<file path="src/hw/rtl/emb_pkg.sv">
// ----------------------------------------------------------------------------
// emb_pkg
// Shared constants, types and helpers of the 3x3 emboss clamp filter.
// ----------------------------------------------------------------------------
package emb_pkg;

	localparam int MAX_WIDTH    = 2048;
	localparam int MAX_HEIGHT   = 2048;
	localparam int MAX_CHANNELS = 4;

	localparam int PIX_W = 8;
	localparam int COL_W = $clog2(MAX_WIDTH);
	localparam int ROW_W = $clog2(MAX_HEIGHT);
	localparam int CH_W  = $clog2(MAX_CHANNELS);
	localparam int DIM_W = 12;
	localparam int NCH_W = 3;
	localparam int CFG_W = 12;

	localparam int LINE_DEPTH = MAX_WIDTH * MAX_CHANNELS;
	localparam int LINE_W     = 2 * PIX_W;

	localparam int MAX_RESULTS    = 3;
	localparam int RES_FIFO_DEPTH = 8;

	localparam logic [DIM_W-1:0] WIDTH_RST    = DIM_W'(640);
	localparam logic [DIM_W-1:0] HEIGHT_RST   = DIM_W'(480);
	localparam logic [NCH_W-1:0] CHANNELS_RST = NCH_W'(3);

	typedef enum logic [1:0] {
		CFG_WIDTH    = 2'd0,
		CFG_HEIGHT   = 2'd1,
		CFG_CHANNELS = 2'd2
	} cfg_idx_t;

	typedef struct packed {
		logic [DIM_W-1:0] w;
		logic [DIM_W-1:0] h;
		logic [NCH_W-1:0] nc;
	} geom_t;

	typedef struct packed {
		logic [PIX_W-1:0] pixel_value;
		logic [ROW_W-1:0] out_row;
		logic [COL_W-1:0] out_column;
		logic [CH_W-1:0]  out_channel;
		logic             last_of_run;
		logic             end_of_frame;
	} res_t;

	typedef struct packed {
		logic [MAX_RESULTS-1:0] valid;
		res_t [MAX_RESULTS-1:0] item;
	} res_push_t;

	function automatic logic is_eof(input logic [ROW_W-1:0] r, input logic [COL_W-1:0] c,
			input logic [CH_W-1:0] ch, input geom_t g);
		return ({1'b0, r} == g.h - DIM_W'(1)) && ({1'b0, c} == g.w - DIM_W'(1))
			&& ({1'b0, ch} == g.nc - NCH_W'(1));
	endfunction

endpackage

</file>
<file path="src/hw/rtl/emb_window.sv">
// ----------------------------------------------------------------------------
// emb_window
// Per-channel 3x3 window columns, emboss kernel with clamp, and the up to
// three tagged results produced by one sample.
// ----------------------------------------------------------------------------
module emb_window (
	input  logic                     clk,
	input  logic                     arst_n,
	input  logic                     upd,
	input  logic [emb_pkg::PIX_W-1:0] sample,
	input  logic [emb_pkg::PIX_W-1:0] upper,
	input  logic [emb_pkg::PIX_W-1:0] middle,
	input  logic [emb_pkg::ROW_W-1:0] row,
	input  logic [emb_pkg::COL_W-1:0] col,
	input  logic [emb_pkg::CH_W-1:0]  ch,
	input  emb_pkg::geom_t            geom,
	output emb_pkg::res_push_t        push
);
	import emb_pkg::*;

	// column x-2: up2/mid2, column x-1: up1/mid1/low1
	logic [PIX_W-1:0] up2_q  [MAX_CHANNELS];
	logic [PIX_W-1:0] mid2_q [MAX_CHANNELS];
	logic [PIX_W-1:0] up1_q  [MAX_CHANNELS];
	logic [PIX_W-1:0] mid1_q [MAX_CHANNELS];
	logic [PIX_W-1:0] low1_q [MAX_CHANNELS];

	logic signed [11:0] sum;
	logic [PIX_W-1:0]   filt;
	logic [PIX_W-1:0]   val0;
	logic               interior;
	logic [MAX_RESULTS-1:0] en;
	res_t [MAX_RESULTS-1:0] item;

	always_ff @(posedge clk or negedge arst_n) begin
		if (!arst_n) begin
			for (int i = 0; i < MAX_CHANNELS; i++) begin
				up2_q[i]  <= '0;
				mid2_q[i] <= '0;
				up1_q[i]  <= '0;
				mid1_q[i] <= '0;
				low1_q[i] <= '0;
			end
		end else if (upd) begin
			up2_q[ch]  <= up1_q[ch];
			mid2_q[ch] <= mid1_q[ch];
			up1_q[ch]  <= upper;
			mid1_q[ch] <= middle;
			low1_q[ch] <= sample;
		end
	end

	always_comb begin
		sum = $signed({3'b000, sample, 1'b0}) + $signed({4'b0000, middle})
			+ $signed({4'b0000, low1_q[ch]}) + $signed({4'b0000, mid1_q[ch]})
			- $signed({3'b000, up2_q[ch], 1'b0}) - $signed({4'b0000, up1_q[ch]})
			- $signed({4'b0000, mid2_q[ch]});
		if (sum < 0) begin
			filt = '0;
		end else if (sum > 12'sd255) begin
			filt = '1;
		end else begin
			filt = sum[PIX_W-1:0];
		end
	end

	always_comb begin
		interior = (row >= ROW_W'(2)) && (col >= COL_W'(2));
		val0     = interior ? filt : mid1_q[ch];

		en[0] = (row != '0) && (col != '0);
		en[1] = (row != '0) && ({1'b0, col} == geom.w - DIM_W'(1));
		en[2] = ({1'b0, row} == geom.h - DIM_W'(1));

		item[0].pixel_value = val0;
		item[0].out_row     = row - ROW_W'(1);
		item[0].out_column  = col - COL_W'(1);
		item[1].pixel_value = middle;
		item[1].out_row     = row - ROW_W'(1);
		item[1].out_column  = col;
		item[2].pixel_value = sample;
		item[2].out_row     = row;
		item[2].out_column  = col;

		for (int k = 0; k < MAX_RESULTS; k++) begin
			item[k].out_channel  = ch;
			item[k].end_of_frame = is_eof(item[k].out_row, item[k].out_column, ch, geom);
		end
		item[2].last_of_run = en[2];
		item[1].last_of_run = en[1] && !en[2];
		item[0].last_of_run = en[0] && !en[1] && !en[2];

		push.valid = en;
		push.item  = item;
	end
endmodule

</file>
<file path="config.mk">
export PLATFORM = sky130hd
export DESIGN_NAME = emb_window
export DESIGN_NICKNAME = d
export VERILOG_FILES = /design/src/hw/rtl/emb_pkg.sv /design/src/hw/rtl/emb_window.sv
export SDC_FILE = /design/constraint.sdc
export NUM_CORES = 1
export LEC_CHECK = 0
export ABC_AREA = 0
export BUFFER_PORTS_ARGS = -buffer_cell sky130_fd_sc_hd__buf_2
export CORE_MARGIN = 2
export CORE_UTILIZATION = 50
export CTS_BUF_LIST = sky130_fd_sc_hd__clkbuf_16
export DETAILED_ROUTE_END_ITERATION = 7
export PLACE_DENSITY = 0.72
export SKIP_CTS_REPAIR_TIMING = 1
export SLEW_MARGIN = 25
export SYNTH_ARGS = -nofsm -noshare
export SYNTH_HDL_FRONTEND = slang
export SYNTH_SLANG_ARGS = --single-unit
</file>
<file path="constraint.sdc">
create_clock -name clk -period 12.85 [get_ports clk]
set_input_delay 2.57 -clock clk [delete_from_list [all_inputs] [get_ports clk]]
set_output_delay 2.57 -clock clk [all_outputs]
set_load 0.02 [all_outputs]
</file>
; Word-level counts from Yosys, hierarchy flattened
; Index checks and enable logic that the tools add are counted.
[word_totals]
regBits = 160
inputBits = 78
output_inout_bits = 105
[op_classes]
add_sub_neg = 11
order_cmp = 6
eq_ne = 5
mux = 25
n_bitwise = 1
n_reduce_logical = 17
[op_table]
columns = cell, n
row1 = bitwise mux 32 bit, 5
row2 = 2-to-1 mux 8 bit, 14
row3 = binary-select mux 8 bit (select 2 bit), 5
row4 = equality test 11 x 12 -> 1 bit, 4
row5 = subtractor 12 x 1 -> 12 bit (second input constant), 2
row6 = subtractor 12 x 9 -> 12 bit, 2
row7 = >= comparator 11 x 2 -> 1 bit (second input constant), 2
row8 = nonzero test 11 bit, 2
row9 = subtractor 11 x 1 -> 11 bit (second input constant), 2
row10 = demux 8 bit (select 2 bit), 1
row11 = logical AND 1 bit, 13
row12 = adder 11 x 8 -> 12 bit, 1
row13 = > comparator 12 x 9 -> 1 bit (second input constant), 1
row14 = less-than comparator 12 x 1 -> 1 bit (second input constant), 1
row15 = subtractor 12 x 10 -> 12 bit, 1
row16 = adder 10 x 8 -> 11 bit, 1
row17 = adder 9 x 8 -> 10 bit, 1
row18 = equality test 2 x 3 -> 1 bit, 1
row19 = >= comparator 3 bit (second input constant), 1
row20 = less-than comparator 3 x 1 -> 1 bit (second input constant), 1
row21 = NOT 2 -> 3 bit, 1
row22 = subtractor 3 x 1 -> 3 bit (second input constant), 1
row23 = logical NOT 1 bit, 2

; Longest topological paths before layout
[depth]
ltp_word = 13
depth_mapped = 22

; Worst setup path before layout
; Ideal clock, no wire load.
[synth_path]
path_type = input port to output port
start = input port ch[0] (netlist bit)
end = output port push[26] (netlist bit)
arrival_ns = 8.437
path_slack_ns = 1.843
stages = 19
n_path_buf = 3
cell_sequence = buf_2 buf_1 buf_1 mux4_2 fa_1 inv_1 fa_1 fa_1 inv_1 fa_1 inv_1 ha_1 a211oi_1 or4_1 nand3_1 a21oi_1 xnor2_1 a31oi_1 a21o_1
[synth_rtl]
columns = element, line_no
row1 = from (decl), emb_window.sv:15  ; input logic [emb_pkg::CH_W-1:0] ch,
row2 = to (decl), emb_window.sv:17  ; output emb_pkg::res_push_t push

==> metrics.csv <==
stage,metric,value,unit
power,power_density,295.3,mW/mm^2
yosys,synth_cell_types,62,
power,switching_share,0.4779,
min_path,hold_path.class,reg -> reg,
yosys,syn_inst,1007,
worst_setup_path,critPathKind,in -> out,
layout,fin_area,0.01182,sq mm
placed_design,placed_cell_area,0.01126,sq mm
die,core_area,0.02089,sq mm
yosys,ys_ff_latch,160,
layout,syn_to_final_growth,11.63,%
yosys,synth_ff_type,dfrtp_1,
sta,finalMaxSlewViolations,0,
worst_setup_path,timing.rr.start,mid1_q[4]$_DFFE_PN0P_,
sta,setup_violations,0,
layout,n_antenna_cell,0,
sta,rsz0062_at_grt,false,
die,io_pins,183,
power,p_int,1.822,mW
yosys,synth_area_per_cell,10.51,sq um
die,fp.dieW,149.5,um
min_path,hold_depth,2,
worst_setup_path,setup.worst_path.start,ch[0],
routing,drt_iter0_markers,350,
power,peakVddDrop,0.2838,mV
power,pwr-share-clk,0.134,
power,seq_power_share,0.193,
routing,wl,24870,um
sta,fin_crit,11280,ps
routing,antenna_left,0,
global_routing,track_usage,0.2320,
layout,final_util,0.5656,
routing,route.vias.total,7604,
global_routing,grt_pass1_vias,7485,
global_routing,globalRoute.totalOverflow,0,
placed_design,place_hpwl,18350,um
routing,dr.pass1.iters,4,
clocking,clkTransAtPathRegs,60,ps
worst_setup_path,rrSetupSlack,11440,ps
sta,timing.final.ws_setup,1571,ps
clocking,cts_tree,built,
power,combPwrFrac,0.673,
flow_run,cap_violations,0,
yosys,synth.net_count,1146,
power,p_leak,5.558,nW
global_routing,antenna_found_initial,1,
layout,drive_above_1_share,0.3078,
clocking,max-clock-path-buffers,2,
worst_setup_path,worstRegToRegCells,2,
routing,wl_per_cell,17.82,um
worst_setup_path,crit_fanout,37,
status,outcome,"complete, no violations",
min_path,whs_endpoint,up2_q[7]$_DFFE_PN0P_,
sta,worst_slew_pin_slew,897.1,ps
worst_setup_path,cp.required,10280,ps
worst_setup_path,arrival,8710,ps
die,dieArea,0.02235,sq mm
sta,post-route-period-util,0.8777,
sta,slew_headroom,0.3964,
routing,viasPerCell,5.447,
die,die_y,149.5,um
sta,skew,6.170,ps
routing,drc,0,
power,p_total,3.489,mW
placed_design,post-place-ws,1501,ps
sta,tns,0,ps
yosys,seq_area_frac_synth,0.3783,
power,p_sw,1.667,mW
clocking,clockRootBuffer,clkbuf_16,
placed_design,port_buffers,182,
sta,final_hold_viol_count,0,
yosys,synth-edff-count,0,
clocking,insertion_delay,430,ps
global_routing,grt_pass1_wl,39810,um
placed_design,place.gp.congestion,0.9586,
worst_setup_path,worstSetupEndpointType,output port,
global_routing,grt_start_max_net_pins,85,
sta,max_freq,88.66,MHz
die,start_util,0.5067,
clocking,cts_htree_levels,4,
layout,fill_cells,1786,
yosys,ys_warn_count,0,
layout,final_nets,1247,
clocking,cts_made_buffers,17,
die,rows,53,
yosys,syn_area,0.01058,sq mm
worst_setup_path,worstSetupStartpointType,primary input,
min_path,holdCritStartpoint,up2_q[7]$_DFFE_PN0P_,
worst_setup_path,timing.rr.end,mid2_q[12]$_DFFE_PN0P_,
yosys,async_reset_ff_frac,1.000,
clocking,cts.sink_count,160,
## through the flow
step / std cells / hold WS (ps)
6_report: 1396 / 473.8
3_5_place_dp: 1364 / 460.9
5_1_grt: 1396 / 494.8
2_1_floorplan: 1007 / 441.0
4_1_cts: 1396 / 477.6
3_3_place_gp: 1363 / 452.6
## how the worst max path moves through the flow
| stage | end | slack [ps] | cells past startpoint |
|---|---|---|---|
| final | push[29] | 1570 | 18 |
| after global routing | push[29] | 1170 | 18 |
| after CTS | push[29] | 1510 | 19 |
| after detailed placement | push[29] | 1500 | 19 |
| after global placement | push[29] | 1570 | 19 |
| after floorplan | push[26] | 1840 | 19 |
## final cells by class
| class | count | area [sq um] | area share |
|---|---|---|---|
| Clock buffer | 17 | 425.4 | 0.03601 |
| Timing Repair Buffer | 193 | 1010 | 0.08546 |
| Clock inverter | 15 | 121.4 | 0.01027 |
| Tap cell | 275 | 344.1 | 0.02912 |
| Inverter | 95 | 356.6 | 0.03018 |
| Sequential cell | 160 | 4004 | 0.3389 |
| Multi-Input combinational cell | 641 | 5554 | 0.4701 |
## registers in the layout, summed over array words and instances (netlist names)
| name | cells |
|---|---|
| up2_q | 32 |
| mid1_q | 32 |
| up1_q | 32 |
| low1_q | 32 |
| mid2_q | 32 |
## logic make-up (layout without fill, tap and decap cells)
family          count (synthesis)  in the layout  synth area share
xor+xnor                       85             85           0.07199
compound gates                133            133           0.07495
simple gates                  250            250            0.1155
mux                           112            112            0.1616
fa+ha+maj                      61             61           0.09978
flops                         160            160            0.3783
buf+inv                       206            320           0.09788
## placed cells by master, fill, tap and decap left out, types with 13 or more instances in the layout
cell type	instances
nand2_1	143
xor2_1	37
inv_1	96
clkbuf_16	17
ha_1	22
xnor2_1	47
nor2_1	19
o21ai_0	76
nor3_1	16
buf_2	180
mux4_2	40
fa_1	39
mux2_2	71
nand3_1	13
dfrtp_1	160
## worst max-delay path, cell delays in order
cell	delay, ps
buf_4	510
buf_4	410
mux4_2	590
inv_1	170
fa_1	480
fa_1	480
fa_1	520
fa_1	540
inv_1	40
ha_1	340
nand2_1	90
or4_1	520
nand3_1	80
a21oi_1	70
xnor2_1	660
a31oi_1	200
a21o_1	220
buf_2	160
## power by group through the flow
stage                     clock, mW  combinational (mW)  sequential [mW]
after floorplan                   0                1.76            0.657
after global placement            0                2.30            0.672
after detailed placement          0                2.32            0.678
after CTS                     0.479                2.35            0.671
after global routing          0.500                2.60            0.685
final                         0.469                2.35            0.672
## per-layer routing
layer | share of wire | vias to the layer above | global-route usage
li1 | - | 3558 | -
met1 | 0.41 | 3771 | 0.2803
met2 | 0.51 | 224 | 0.4158
met3 | 0.041 | 49 | 0.03476
met4 | 0.034 | 2 | 0.09429
met5 | 0.00044 | - | 0
## Yosys cell counts, types with 4 or more instances
cell type / number / area [sq um]
xnor2_1: 47 / 411.6
nor3_1: 16 / 80.08
nand3_1: 14 / 70.07
inv_1: 95 / 356.6
nor2_1: 19 / 71.32
clkbuf_1: 30 / 112.6
or4_1: 6 / 45.04
nand2b_1: 4 / 25.02
a21oi_1: 10 / 50.05
buf_1: 10 / 37.54
nor3b_1: 8 / 60.06
a211oi_1: 5 / 37.54
nor4_1: 11 / 68.82
dfrtp_1: 160 / 4004
ha_1: 22 / 275.3
xor2_1: 37 / 324.1
fa_1: 39 / 780.8
nand3b_1: 4 / 30.03
buf_4: 67 / 503.0
nand2_1: 143 / 536.8
a31oi_1: 10 / 62.56
mux2_2: 71 / 799.5
mux4_2: 40 / 900.9
o21ai_0: 76 / 380.4
a21o_1: 11 / 82.58
(Power assumes the default switching activity.)
