===== src/hw/rtl/emb_pkg.sv =====
// ----------------------------------------------------------------------------
// emb_pkg
// Shared constants, types and helpers of the 3x3 emboss clamp filter.
// ----------------------------------------------------------------------------
package emb_pkg;

	localparam int MAX_WIDTH    = 2048;
	localparam int MAX_HEIGHT   = 2048;
	localparam int MAX_CHANNELS = 4;

	localparam int PIX_W = 8;
	localparam int COL_W = $clog2(MAX_WIDTH);
	localparam int ROW_W = $clog2(MAX_HEIGHT);
	localparam int CH_W  = $clog2(MAX_CHANNELS);
	localparam int DIM_W = 12;
	localparam int NCH_W = 3;
	localparam int CFG_W = 12;

	localparam int LINE_DEPTH = MAX_WIDTH * MAX_CHANNELS;
	localparam int LINE_W     = 2 * PIX_W;

	localparam int MAX_RESULTS    = 3;
	localparam int RES_FIFO_DEPTH = 8;

	localparam logic [DIM_W-1:0] WIDTH_RST    = DIM_W'(640);
	localparam logic [DIM_W-1:0] HEIGHT_RST   = DIM_W'(480);
	localparam logic [NCH_W-1:0] CHANNELS_RST = NCH_W'(3);

	typedef enum logic [1:0] {
		CFG_WIDTH    = 2'd0,
		CFG_HEIGHT   = 2'd1,
		CFG_CHANNELS = 2'd2
	} cfg_idx_t;

	typedef struct packed {
		logic [DIM_W-1:0] w;
		logic [DIM_W-1:0] h;
		logic [NCH_W-1:0] nc;
	} geom_t;

	typedef struct packed {
		logic [PIX_W-1:0] pixel_value;
		logic [ROW_W-1:0] out_row;
		logic [COL_W-1:0] out_column;
		logic [CH_W-1:0]  out_channel;
		logic             last_of_run;
		logic             end_of_frame;
	} res_t;

	typedef struct packed {
		logic [MAX_RESULTS-1:0] valid;
		res_t [MAX_RESULTS-1:0] item;
	} res_push_t;

	function automatic logic is_eof(input logic [ROW_W-1:0] r, input logic [COL_W-1:0] c,
			input logic [CH_W-1:0] ch, input geom_t g);
		return ({1'b0, r} == g.h - DIM_W'(1)) && ({1'b0, c} == g.w - DIM_W'(1))
			&& ({1'b0, ch} == g.nc - NCH_W'(1));
	endfunction

endpackage


===== src/hw/rtl/emb_out_if.sv =====
// ----------------------------------------------------------------------------
// emb_out_if
// Result channel: valid/ready with one tagged filtered sample per request.
// ----------------------------------------------------------------------------
interface emb_out_if;
	import emb_pkg::*;

	logic             valid;
	logic             ready;
	logic [PIX_W-1:0] pixel_value;
	logic [ROW_W-1:0] out_row;
	logic [COL_W-1:0] out_column;
	logic [CH_W-1:0]  out_channel;
	logic             last_of_run;
	logic             end_of_frame;

	modport source (output valid, output pixel_value, output out_row, output out_column,
		output out_channel, output last_of_run, output end_of_frame, input ready);
	modport sink (input valid, input pixel_value, input out_row, input out_column,
		input out_channel, input last_of_run, input end_of_frame, output ready);
endinterface


===== src/hw/rtl/emb_res_fifo.sv =====
// ----------------------------------------------------------------------------
// emb_res_fifo
// Result queue: takes up to three results in one cycle, hands out one per
// request on the result channel.
// ----------------------------------------------------------------------------
module emb_res_fifo (
	input  logic               clk,
	input  logic               arst_n,
	input  logic               push_en,
	input  emb_pkg::res_push_t push,
	output logic               space_ok,
	emb_out_if.source          res_ch
);
	import emb_pkg::*;

	localparam int AW  = $clog2(RES_FIFO_DEPTH);
	localparam int CNT_W = $clog2(RES_FIFO_DEPTH + 1);

	res_t             mem_q [RES_FIFO_DEPTH];
	logic [AW-1:0]    wr_ptr_q;
	logic [AW-1:0]    rd_ptr_q;
	logic [CNT_W-1:0] count_q;
	logic [AW-1:0]    off [MAX_RESULTS];
	logic [CNT_W-1:0] n_push;
	logic             pop;
	res_t             head;

	always_comb begin
		n_push = '0;
		for (int k = 0; k < MAX_RESULTS; k++) begin
			off[k] = n_push[AW-1:0];
			if (push_en && push.valid[k]) begin
				n_push = n_push + CNT_W'(1);
			end
		end
	end

	assign pop      = res_ch.valid && res_ch.ready;
	assign space_ok = (count_q <= CNT_W'(RES_FIFO_DEPTH - MAX_RESULTS));

	always_ff @(posedge clk) begin
		if (push_en) begin
			for (int k = 0; k < MAX_RESULTS; k++) begin
				if (push.valid[k]) begin
					mem_q[wr_ptr_q + off[k]] <= push.item[k];
				end
			end
		end
	end

	always_ff @(posedge clk or negedge arst_n) begin
		if (!arst_n) begin
			wr_ptr_q <= '0;
			rd_ptr_q <= '0;
			count_q  <= '0;
		end else begin
			wr_ptr_q <= wr_ptr_q + n_push[AW-1:0];
			if (pop) begin
				rd_ptr_q <= rd_ptr_q + AW'(1);
			end
			count_q <= count_q + n_push - CNT_W'(pop);
		end
	end

	assign head                = mem_q[rd_ptr_q];
	assign res_ch.valid        = (count_q != '0);
	assign res_ch.pixel_value  = head.pixel_value;
	assign res_ch.out_row      = head.out_row;
	assign res_ch.out_column   = head.out_column;
	assign res_ch.out_channel  = head.out_channel;
	assign res_ch.last_of_run  = head.last_of_run;
	assign res_ch.end_of_frame = head.end_of_frame;

`ifndef SYNTHESIS
	a_count_bound: assert property (@(posedge clk) disable iff (!arst_n)
		count_q <= CNT_W'(RES_FIFO_DEPTH))
		else $error("result queue count beyond depth");
	a_push_room: assert property (@(posedge clk) disable iff (!arst_n)
		(push_en && (push.valid != '0)) |-> space_ok)
		else $error("results pushed without room");
	a_one_last: assert property (@(posedge clk) disable iff (!arst_n)
		(push_en && (push.valid != '0)) |->
		($countones(push.valid & {push.item[2].last_of_run, push.item[1].last_of_run,
			push.item[0].last_of_run}) == 1))
		else $error("run of results without exactly one last flag");
`endif
endmodule


===== src/flat_wrapper.sv =====
// flat-port wrapper written by rule: the top's interface ports become plain ports
module emb_res_fifo_flat import emb_pkg::*;
  (clk, arst_n, push_en, push, space_ok, res_ch_valid, res_ch_pixel_value, res_ch_out_row, res_ch_out_column, res_ch_out_channel, res_ch_last_of_run, res_ch_end_of_frame, res_ch_ready);
  emb_out_if res_ch_i ();
  input  logic clk;
  input  logic arst_n;
  input  logic push_en;
  input  emb_pkg::res_push_t push;
  output logic space_ok;
  output wire logic [$bits(res_ch_i.valid)-1:0] res_ch_valid;
  output wire logic [$bits(res_ch_i.pixel_value)-1:0] res_ch_pixel_value;
  output wire logic [$bits(res_ch_i.out_row)-1:0] res_ch_out_row;
  output wire logic [$bits(res_ch_i.out_column)-1:0] res_ch_out_column;
  output wire logic [$bits(res_ch_i.out_channel)-1:0] res_ch_out_channel;
  output wire logic [$bits(res_ch_i.last_of_run)-1:0] res_ch_last_of_run;
  output wire logic [$bits(res_ch_i.end_of_frame)-1:0] res_ch_end_of_frame;
  input wire logic [$bits(res_ch_i.ready)-1:0] res_ch_ready;
  assign res_ch_valid = res_ch_i.valid;
  assign res_ch_pixel_value = res_ch_i.pixel_value;
  assign res_ch_out_row = res_ch_i.out_row;
  assign res_ch_out_column = res_ch_i.out_column;
  assign res_ch_out_channel = res_ch_i.out_channel;
  assign res_ch_last_of_run = res_ch_i.last_of_run;
  assign res_ch_end_of_frame = res_ch_i.end_of_frame;
  assign res_ch_i.ready = res_ch_ready;
  emb_res_fifo u_core (.clk(clk), .arst_n(arst_n), .push_en(push_en), .push(push), .space_ok(space_ok), .res_ch(res_ch_i));
endmodule

===== config.mk =====
export PLATFORM = sky130hd
export DESIGN_NAME = emb_res_fifo_flat
export DESIGN_NICKNAME = d
export VERILOG_FILES = /design/src/hw/rtl/emb_pkg.sv /design/src/hw/rtl/emb_out_if.sv /design/src/hw/rtl/emb_res_fifo.sv /design/src/flat_wrapper.sv
export SDC_FILE = /design/constraint.sdc
export NUM_CORES = 1
export LEC_CHECK = 0
export ABC_AREA = 0
export BUFFER_PORTS_ARGS = -buffer_cell sky130_fd_sc_hd__buf_2
export CORE_MARGIN = 1
export CORE_UTILIZATION = 25
export CTS_CLUSTER_SIZE = 10
export DETAILED_ROUTE_END_ITERATION = 12
export GPL_TIMING_DRIVEN = 0
export PLACE_DENSITY = 0.52
export SYNTH_ARGS = -nofsm -noshare
export SYNTH_HDL_FRONTEND = slang
export SYNTH_SLANG_ARGS = --single-unit

===== constraint.sdc =====
create_clock -name clk -period 7.3 [get_ports clk]
set_input_delay 1.825 -clock clk [delete_from_list [all_inputs] [get_ports clk]]
set_output_delay 1.825 -clock clk [all_outputs]
set_load 0.03 [all_outputs]

-- Yosys cells after proc, flatten, opt, wreduce, memory -nomap -nowiden
Memories as Yosys holds them, arrays and structs flattened.
Cells that the tools add are included.
- register bits after elaboration: 10
- bits in writable memories: 272
- output and inout port bits: 36
- memories: 1
- word-level logic and storage cells: 30
- memories (name ; words ; bits a word ; read ports ; clocked after memory_dff ; write ports ; RTL line ; text):
    u_core.mem_q ; 8 ; 34 ; 1 ; 0 ; 3 ; emb_res_fifo.sv:19 ; res_t mem_q [RES_FIFO_DEPTH];
- reduce and logical (&&, ||, !) cells: 5
- mux-type cells: 12
- add/sub/neg operators: 8
- magnitude comparators: 1
- operators with widths (kind ; count):
    1-bit two-way mux ; 10
    4-bit two-way mux ; 2
    3-bit adder ; 2
    4-bit by 1-bit adder with 4-bit output, second input constant ; 1
    4-bit adder ; 1
    4-bit by 3-bit less-or-equal comparator with 1-bit output, second input constant ; 1
    1-bit logical AND ; 4
    4-bit nonzero test ; 1
    4-bit by 1-bit subtractor with 4-bit output ; 1
    3-bit by 1-bit adder with 3-bit output ; 1
    3-bit by 1-bit adder with 3-bit output, second input constant ; 1
    1-bit by 1-bit adder with 2-bit output, second input constant ; 1

-- Longest topological paths before layout
Gate-level depths: netlist of the first run.
- depth after elaboration: 8
- gate-level depth with buffers: 12

-- Worst setup path before layout of the first run
OpenSTA, ideal clock, no wires.
- path kind: input -> register
- start point: input port push_en
- end point: memory u_core.mem_q[0][0] (netlist bit) (enable)
- path slack: 0.507 ns
- arrival time: 6.249 ns
- path buffers: 1
- cell stages on the path: 5
- path through: buf_4 nand2_1 inv_1 nand2b_1 o311ai_0
- RTL lines (what ; RTL line ; text):
    start, declared ; flat_wrapper.sv:7 ; input logic push_en;
    end, declared ; emb_res_fifo.sv:19 ;

-- Worst setup path in the final report of the first run
- start point: register u_core.rd_ptr_q[1]
- end point: output port res_ch_pixel_value[6]
- cells in the longest elaborated chain, start to end: 1
- ends and longest elaborated chain (what ; RTL line ; text):
    start, declared ; emb_res_fifo.sv:21 ; logic [AW-1:0] rd_ptr_q;
    start signal, assigned ; emb_res_fifo.sv:59 ; rd_ptr_q <= rd_ptr_q + AW'(1);
    memory read 8 x 34 bit ; -- ;
    end, declared ; flat_wrapper.sv:11 ; output wire logic [$bits(res_ch_i.pixel_value)-1:0] res_ch_pixel_value;
Every way passes these cells.

==> results of run 1 <==
final cells by class:
class,instances,share of cell area [%]
flip-flops and latches,282,40.2
multi-input cells,733,42.2
repair buffers,161,4.63
inverters,15,0.269
clock inverters,7,0.215
well taps,940,5.61
clock buffers,57,4.92
plain buffers,75,1.93
diodes,2,0.0239
layer usage:
layer,wire (µm),vias to the layer above,part of all wire [%]
met5,124,-,0.22
li1,-,4823,-
met4,1230,22,2.1
met3,3130,90,5.5
met1,25400,5584,44
met2,27300,242,48
power by group:
group          internal (mW)  switching, mW  leakage [nW]  total, mW
logic                   1.43           1.93          4.13       3.37
registers               2.30          0.103          2.60       2.40
clock network          0.970          0.719         0.518       1.69
flip-flops by register name, indices dropped and copies added (netlist names):
| name | flops |
|---|---|
| u_core.mem_q | 272 |
| u_core.count_q | 4 |
| u_core.rd_ptr_q | 3 |
| u_core.wr_ptr_q | 3 |
tightest hold or removal path: stages, from the launching register on:
cell and delay [ps]:
dfrtp_1 340, ha_1 120, mux2_2 130
worst max-delay path by stage:
stage	slack, ps	cells after the start	to	from
after floorplan	510	5	u_core.mem_q[0][0]$_DFFE_PP_	push_en
after global placement	-5040	5	u_core.mem_q[0][9]$_DFFE_PP_	push_en
after detailed placement	1710	10	u_core.mem_q[6][13]$_DFFE_PP_	push_en
after CTS	1750	6	res_ch_pixel_value[6]	u_core.rd_ptr_q[1]$_DFFE_PN0P_
after global routing	1710	6	res_ch_out_row[10]	u_core.rd_ptr_q[1]$_DFFE_PN0P_
final	1810	6	res_ch_pixel_value[6]	u_core.rd_ptr_q[1]$_DFFE_PN0P_
cells in the final DEF (no fill, tap or decap), types with 10 or more instances in the layout:
cell type / n
nor2_1: 12
clkbuf_1: 32
ha_1: 16
mux4_2: 68
mux2_4: 29
edfxtp_1: 272
inv_1: 15
buf_2: 191
buf_6: 13
mux2_2: 550
clkbuf_16: 38
dfrtp_1: 10
logic make-up after synthesis:
| kind of cell | Yosys count | synth area share (%) |
|---|---|---|
| AO/OA/AOI/OAI | 7 | 0.282 |
| XOR/XNOR | 13 | 0.642 |
| adder cells (fa/ha/maj) | 18 | 1.36 |
| buffers and inverters | 90 | 2.61 |
| flip-flops | 282 | 47.5 |
| multiplexers | 647 | 46.0 |
| AND/OR/NAND/NOR | 48 | 1.57 |
per-stage QoR:
| stage | instance area (µm²) | util, % |
|---|---|---|
| after floorplan | 17700 | - |
| after global placement | 19600 | 28.0 |
| after detailed placement | 19900 | 28.4 |
| after CTS | 21000 | 29.9 |
| after global routing | 21000 | 29.9 |
| final | 21000 | 29.9 |
==> metrics.txt, run 1 <==
crit start category=flop; # setup viols final=0; routed len/inst=25.2 µm; post-CTS setup buffer count=0; Synth Warn #=0; RSZ-0062 raised after global routing=false; Chip Width=268 µm; Hold-fix buffers, CTS=0; share of cells above drive strength 1=69.4%; fillers=7,035; DP Worst Slack=1710 ps; gpl congestion=0.750; status=finished clean; Max-Cap Viols=0; busiest layer in global routing=met2; Post-synth top flop=edfxtp_1; final cell count without fillers=2,272; hold depth=2; Buf/Inv on CP=4; minimum clock period=5490 ps; crit-path max cell delay=760 ps; register area=8420 µm²; Cell Rows=97; cell mode on critical path=clkbuf_1; M1 GR Usage=21.0%; post-synthesis register bit count=282; TritonCTS Sinks=282; number of vias in the routed layout=10,800; Cell Chain, Critical Path=clkbuf_1, clkbuf_1, buf_1, mux4_2, mux2_2, buf_2; WP data arrival=3670 ps; DPL Wire Length=38,000 µm; core outline area=70,000 µm²; unique cell type count in the Yosys netlist=33; P per Cell Area=356 nW/µm²; CTS buffer count=36; first-pass GRT wire length=82,700 µm; worst r2r dst=u_core.mem_q[6][13]$_DFFE_PP_; critical path capture point type=output pin; vias in the first global route=11,600; area leader, netlist=edfxtp_1; Hold Violations, Final=0; vias per cell=4.74; pins over their slew limit=0; # DRC=0; Layout area overhead=18.3%; post-synth top area share=46.1%; worst min-delay path class=reg -> reg; largest net degree at the start of global routing=22; Starting DRT DRC Count=691; Die ar.=72,000 µm²; R2R depth=7; drt first pass iters=5; Worst Hold Path EP=u_core.rd_ptr_q[1]$_DFFE_PN0P_; most frequent cell after synthesis=mux2_2; post-cts resize count=0; Post-synth EDFFs=272; H-Tree Depth=2; synthesized area per cell=16.0 µm²; initial core utilization=25.3%; CP delay by family, top=buffers and inverters; gr usage total=16.0%; top-level port count=145; Fmax achieved=182 MHz; Setup TNS=0 ps; ys async rst share=3.55%; mapped cell area=17,700 µm²; CP Class=reg -> out; insertion delay to the later sink of the worst-skew pair=560 ps; initial antenna violation count=13; Synth top cells by count=mux2_2, edfxtp_1, mux4_2; reg2reg start=u_core.wr_ptr_q[0]$_DFF_PN0_; Root Driver=clkbuf_16; routed wire length=57,200 µm; Cells after Synth=1,105; fin nets=1,431; Overflow after GRT=0; CTS clk-pin slew, worst paths=50 ps; Placed Cells=2,206; syn_nets=1,232; CTS tree=built; crit path max-delay cell type=buf_1; GR Util met3=3.64%; minimum hold slack=623 ps; Max VDD drop=0.191 mV; final period utilization=75.2%; worst endpoint required time=5480 ps; normalized max-slew margin=23.6%; Worst Max-Slew Pin Slew=1150 ps; setup ws final=1810 ps; Clock Path Buffers=3; met2 Use GR=26.2%; overall power=7.46 mW; chip height=268 µm; share of the yosys chip area belonging to registers=47.5%; Post-Route Skew=31.4 ps; ANT nets after route=0; Leak Pwr=7.25 nW; Reg2Reg Setup Slack=3600 ps; # port buffers=143; main area contributors after synthesis=edfxtp_1, mux2_2, mux4_2; critical-path maximum fanout=10; hold path start=u_core.rd_ptr_q[1]$_DFFE_PN0P_; Multi-input gate area=8860 µm²
Note: power is estimated with default switching activity, not from simulation.
==> run 2, diff against run 1 <==
PLACE_DENSITY = 0.53   (was 0.52)
clock period = 4.4 ns   (was 7.3 ns; I/O delays follow)
==> run 2 against run 1 <==
- flip-flop and latch count unchanged
- sequential power increased by 66%
- via count about the same
- critical path depth unchanged
- die area unchanged
- setup slack got worse by 1700 ps
- power increased by 64%
- count of clock-buffer cells in the layout decreased by 18
- global-route usage decreased by 0.31 points
- clock power increased by 55%
- combinational power increased by 67%
- cell count decreased by 0.79%
- highest routed layer unchanged
==> metrics.txt, run 2 (same netlist as run 1, synthesis figures left out) <==
status=finished clean; Die ar.=72,000 µm² (unchanged); gpl congestion=0.751 (about the same); Hold Violations, Final=0 (unchanged); P per Cell Area=585 nW/µm² (+64%); routed len/inst=25.0 µm (-0.84%); Layout area overhead=18.0%; worst endpoint required time=3300 ps (-2180 ps); CTS buffer count=35 (-2.8%); top-level port count=145 (unchanged); final period utilization=97.1%; Leak Pwr=7.21 nW (-0.49%); Starting DRT DRC Count=729 (+5.5%); # port buffers=143 (unchanged); largest net degree at the start of global routing=21 (-4.5%); normalized max-slew margin=27.6% (+4.0 points); CTS tree=built; most frequent cells in the layout=mux2_2, edfxtp_1, buf_2, mux4_2, clkbuf_16; DPL Wire Length=37,500 µm (-1.1%); Hold-fix buffers, CTS=0 (unchanged); post-CTS setup buffer count=0 (unchanged); Max-Cap Viols=0 (unchanged); max FFs per register=272 (unchanged); number of vias in the routed layout=10,800 (+0.093%); RSZ-0062 raised after global routing=false; Fmax achieved=234 MHz; minimum clock period=4270 ps; CTS clk-pin slew, worst paths=60 ps (about the same); vias per cell=4.78 (+0.89%); fin nets=1,427 (-0.28%); # DRC=0 (unchanged); share of cells above drive strength 1=70.5% (+1.1 points); H-Tree Depth=2 (unchanged); minimum hold slack=420 ps (-203 ps); core outline area=70,000 µm² (unchanged); # setup viols final=0 (unchanged); ANT nets after route=0 (unchanged); Worst Max-Slew Pin Slew=1090 ps (-59.4 ps); overall power=12.2 mW (+64%); chip height=268 µm (unchanged); Final Util=29.9% (-0.079 points); crit start category=flop; vias in the first global route=11,600 (+0.58%); critical path capture point type=output pin; Cell Rows=97 (unchanged); routed wire length=56,300 µm (-1.6%); commonest non-fill, non-tap cell in the layout=mux2_2; initial core utilization=25.3% (unchanged); worst min-delay path class=in -> async; Max VDD drop=0.259 mV (+36%); WP data arrival=3170 ps (-500 ps); critical-path maximum fanout=10 (unchanged); Clock Path Buffers=3 (unchanged); gr usage total=15.7% (-0.31 points); insertion delay to the later sink of the worst-skew pair=550 ps (about the same); first-pass GRT wire length=81,100 µm (-1.9%); initial antenna violation count=9 (-4); Post-Route Skew=20.2 ps (-11.2 ps); Root Driver=clkbuf_16; drt first pass iters=5 (unchanged); fillers=6,988 (-0.67%); post-cts resize count=6 (+6); Overflow after GRT=0 (unchanged); TritonCTS Sinks=282 (unchanged); CP Class=reg -> out; pins over their slew limit=0 (unchanged); Chip Width=268 µm (unchanged)
## run 2: per-layer routing
metal	GRT usage [%]	vias up	wire, µm
met5	0	-	78
met4	5.02	12	1720
met3	3.60	104	3380
li1	-	4801	-
met1	19.9	5554	24200
met2	26.2	300	26900
## run 2: where the power goes
part | leakage [nW] | internal, mW | switching [mW]
registers | 2.60 | 3.82 | 0.168
logic | 4.15 | 2.41 | 3.21
clock network | 0.467 | 1.47 | 1.16
## run 2: worst paths after layout
kind | from | endpoint | slack, ps | cells past startpoint
max in group asynchronous | arst_n | u_core.wr_ptr_q[1]$_DFF_PN0_ | 3750 | 1
min reg2reg | u_core.wr_ptr_q[0]$_DFF_PN0_ | u_core.wr_ptr_q[0]$_DFF_PN0_ | 630 | 1
max | u_core.rd_ptr_q[1]$_DFFE_PN0P_ | res_ch_pixel_value[3] | 130 | 6
min | arst_n | u_core.rd_ptr_q[0]$_DFFE_PN0P_ | 420 | 1
max reg2reg | u_core.wr_ptr_q[0]$_DFF_PN0_ | u_core.mem_q[7][16]$_DFFE_PP_ | 690 | 7
min in group clk | u_core.wr_ptr_q[0]$_DFF_PN0_ | u_core.wr_ptr_q[0]$_DFF_PN0_ | 630 | 1
## run 2: final cells by class
| class | instances | area, µm² | share of cell area, % |
|---|---|---|---|
| clock buffer | 39 | 912 | 4.36 |
| sequential | 282 | 8420 | 40.3 |
| inverter | 15 | 56.3 | 0.269 |
| buffer | 75 | 428 | 2.05 |
| multi-input combinational | 733 | 8890 | 42.5 |
| timing repair buffer | 158 | 965 | 4.61 |
| antenna | 4 | 10.0 | 0.0479 |
| clock inverter | 8 | 51.3 | 0.245 |
| tap | 940 | 1180 | 5.62 |
## run 2: worst max-delay path: stages (launching register included)
cell,delay (ps)
dfrtp_1,340
clkbuf_1,390
clkbuf_2,440
clkdlybuf4s15_2,540
mux4_2,380
mux2_2,310
buf_2,190
## run 2: through the flow
step                setup TNS, ps  setup slack [ps]  area [µm²]  std cells
floorplan                       0              2.54       17800       1105
global placement          -333200             -1940       19600       2188
detailed placement         -23860              -333       19900       2203
CTS                             0              13.3       20900       2250
global route                    0              62.3       20900       2250
finish                          0               130       20900       2254
==> run 3, diff against run 2 <==
ABC_AREA = 1   (was 0)
==> run 3 against run 2 <==
- setup slack lost 39 ps
- clock power grew 7.6%
- via count grew 100%
- critical endpoint is now u_core.mem_q[5][25]$_DFFE_PP_
- largest power group unchanged
==> metrics.txt, run 3 <==
core outline area=77,600 µm² (+11%); vias in the first global route=20,100 (+73%); most frequent cell after synthesis=nand2_1; Placed Cells=3,800 (+72%); Post-synth top flop=edfxtp_1; Worst Max-Slew Pin Slew=1010 ps (-75.2 ps); Multi-input gate area=9480 µm² (+6.6%); Cells after Synth=2,641 (+140%); R2R depth=8 (+1); post-synth top area share=41.7% (-4.4 points); largest net degree at the start of global routing=23 (+9.5%); final period utilization=97.9% (+0.89 points); RSZ-0062 raised after global routing=false; CTS tree=built; insertion delay to the later sink of the worst-skew pair=570 ps (+20 ps); worst r2r dst=u_core.mem_q[5][25]$_DFFE_PP_; mapped cell area=19,600 µm² (+11%); routed len/inst=26.2 µm (+5.1%); area leader, netlist=edfxtp_1; critical-path maximum fanout=18 (+8); DP Worst Slack=-319 ps (+13.3 ps); ANT nets after route=0 (unchanged); Cell Chain, Critical Path=buf_2, nand2_1, inv_1, ha_1, xor2_1, ha_1, buf_2, inv_2, nand4_1, buf_2, nand3_2, buf_12; Layout area overhead=16.0%; synthesized area per cell=7.43 µm² (-54%); gr usage total=25.0% (+9.3 points); P per Cell Area=741 nW/µm² (+27%); CTS buffer count=36 (+2.9%); Clock Path Buffers=3 (unchanged); Max-Cap Viols=0 (unchanged); Max VDD drop=0.482 mV (+87%); post-CTS setup buffer count=0 (unchanged); Post-Route Skew=31.2 ps (+11.0 ps); # DRC=0 (unchanged); critical path capture point type=flop; ys async rst share=3.55% (unchanged); # port buffers=110 (-23%); Post-synth EDFFs=272 (unchanged); Cell Rows=102 (+5.2%); CP delay by family, top=buffers and inverters; pins over their slew limit=0 (unchanged); share of the yosys chip area belonging to registers=42.9% (-4.6 points); top-level port count=145 (unchanged); crit-path max cell delay=610 ps (+70 ps); minimum clock period=4310 ps (+39.2 ps); gpl congestion=0.973 (+30%); # setup viols final=0 (unchanged); Reg2Reg Setup Slack=710 ps (+20 ps); crit start category=input port; initial core utilization=25.3% (-0.034 points); initial antenna violation count=2 (-7); crit path max-delay cell type=nand3_2; DPL Wire Length=71,600 µm (+91%); ANT cells=0 (-4); unique cell type count in the Yosys netlist=27 (-18%); max FFs per register=272 (unchanged); Worst path depth=12 (+6); Root Driver=clkbuf_16; register area=8420 µm² (unchanged); main area contributors after synthesis=edfxtp_1, nand3_1, nand2_1; setup ws final=90.4 ps (-39.2 ps); Hold Violations, Final=0 (unchanged); Synth Warn #=0 (unchanged); final cell count without fillers=3,855 (+71%); Overflow after GRT=0 (unchanged); final standard cell area without fillers=22,700 µm² (+8.8%); CP Class=in -> reg; number of vias in the routed layout=21,500 (+100%); crit path capture=u_core.mem_q[5][25]$_DFFE_PP_; routed wire length=101,000 µm (+80%); fin nets=2,925 (+100%); syn_nets=2,768 (+120%); Leak Pwr=9.62 nW (+33%); most frequent cells in the layout=nand2_1, nand3_1, nand4_1, edfxtp_1, buf_2; first-pass GRT wire length=143,000 µm (+76%); post-synthesis register bit count=282 (unchanged); worst endpoint required time=4710 ps (+1410 ps); vias per cell=5.59 (+17%); placed cell areas=21,700 µm² (+9.0%); Worst Setup SP=push_en; worst min-delay path class=in -> async; H-Tree Depth=2 (unchanged); normalized max-slew margin=32.6% (+5.0 points); Buf/Inv on CP=6 (+2); Chip Width=282 µm (+5.2%); reg2reg start=u_core.wr_ptr_q[0]$_DFF_PN0_; Starting DRT DRC Count=2,934 (+300%); chip height=282 µm (+5.2%); CTS clk-pin slew, worst paths=60 ps (about the same); Synth top cells by count=nand2_1, nand3_1, nand4_1; commonest non-fill, non-tap cell in the layout=nand2_1; status=finished clean; cell mode on critical path=buf_2; WP data arrival=4620 ps (+1450 ps); Die ar.=79,600 µm² (+11%); Fmax achieved=232 MHz (-0.91%); drt first pass iters=9 (+4); TritonCTS Sinks=282 (unchanged); share of cells above drive strength 1=13.4% (-57 points); fillers=8,617 (+23%)
[run 3: changes by cell type in the layout (fill, tap and decap cells not counted), sizes merged, moves of 7 or more]
cell    before  now
nor2        12  219
nor3         7    0
mux4        68    0
buf        216  309
nand3        3  564
nand2        8  677
nand4        3  280
o21ai        0  206
clkbuf      54  144
mux2       579    0
inv         16   97
[run 3: cell families after synthesis]
kind of cell,share of synthesized area [%]
adder cells (fa/ha/maj),1.23
AND/OR/NAND/NOR,41.2
AO/OA/AOI/OAI,5.31
buffers and inverters,8.92
XOR/XNOR,0.402
flip-flops,42.9
[run 3: worst min path at each step]
| stage | start | endpoint | slack, ps |
|---|---|---|---|
| final | arst_n | u_core.wr_ptr_q[2]$_DFF_PN0_ | 410 |
| after global routing | arst_n | u_core.wr_ptr_q[2]$_DFF_PN0_ | 430 |
| after CTS | arst_n | u_core.wr_ptr_q[2]$_DFF_PN0_ | 400 |
| after detailed placement | u_core.rd_ptr_q[1]$_DFFE_PN0P_ | u_core.rd_ptr_q[1]$_DFFE_PN0P_ | 640 |
| after global placement | u_core.rd_ptr_q[1]$_DFFE_PN0P_ | u_core.rd_ptr_q[1]$_DFFE_PN0P_ | 630 |
| after floorplan | u_core.wr_ptr_q[0]$_DFF_PN0_ | u_core.wr_ptr_q[0]$_DFF_PN0_ | 550 |
[run 3: routing by layer]
| metal | vias to the layer above | track usage [%] | wire [µm] | share of wire [%] |
|---|---|---|---|---|
| met3 | 317 | 5.45 | 10900 | 11 |
| li1 | 9525 | - | - | - |
| met5 | - | 0.733 | 105 | 0.10 |
| met4 | 6 | 11.8 | 4760 | 4.7 |
| met1 | 10200 | 32.8 | 40300 | 40 |
| met2 | 1483 | 38.9 | 45100 | 45 |
[run 3: layout make-up]
| cell class | count | area share, % |
|---|---|---|
| inverters | 99 | 1.64 |
| flip-flops and latches | 282 | 37.0 |
| clock buffers | 49 | 4.31 |
| well taps | 1040 | 5.72 |
| multi-input cells | 1975 | 41.7 |
| plain buffers | 285 | 6.07 |
| clock inverters | 6 | 0.231 |
| repair buffers | 119 | 3.31 |
[run 3: power by group]
| part | internal [mW] | total [mW] | switching [mW] |
|---|---|---|---|
| combinational | 2.18 | 9.99 | 7.82 |
| clock | 1.60 | 2.82 | 1.22 |
| sequential | 3.86 | 4.03 | 0.169 |
[run 3: stage by stage]
step	utilization, %	power [mW]	hold WS [ps]	setup TNS [ps]
after floorplan	-	9.60	554	0
after global placement	27.7	13.7	627	-462030
after detailed placement	28.0	13.8	641	-33820
after CTS	29.3	16.6	403	0
after global routing	29.3	17.4	427	0
final	29.3	16.8	406	0
[run 3: what timing repair did]
item                                    CTS  global route
hold buffers                              0             0
endpoints found under the setup margin    1             8
gates resized for setup                   1             5
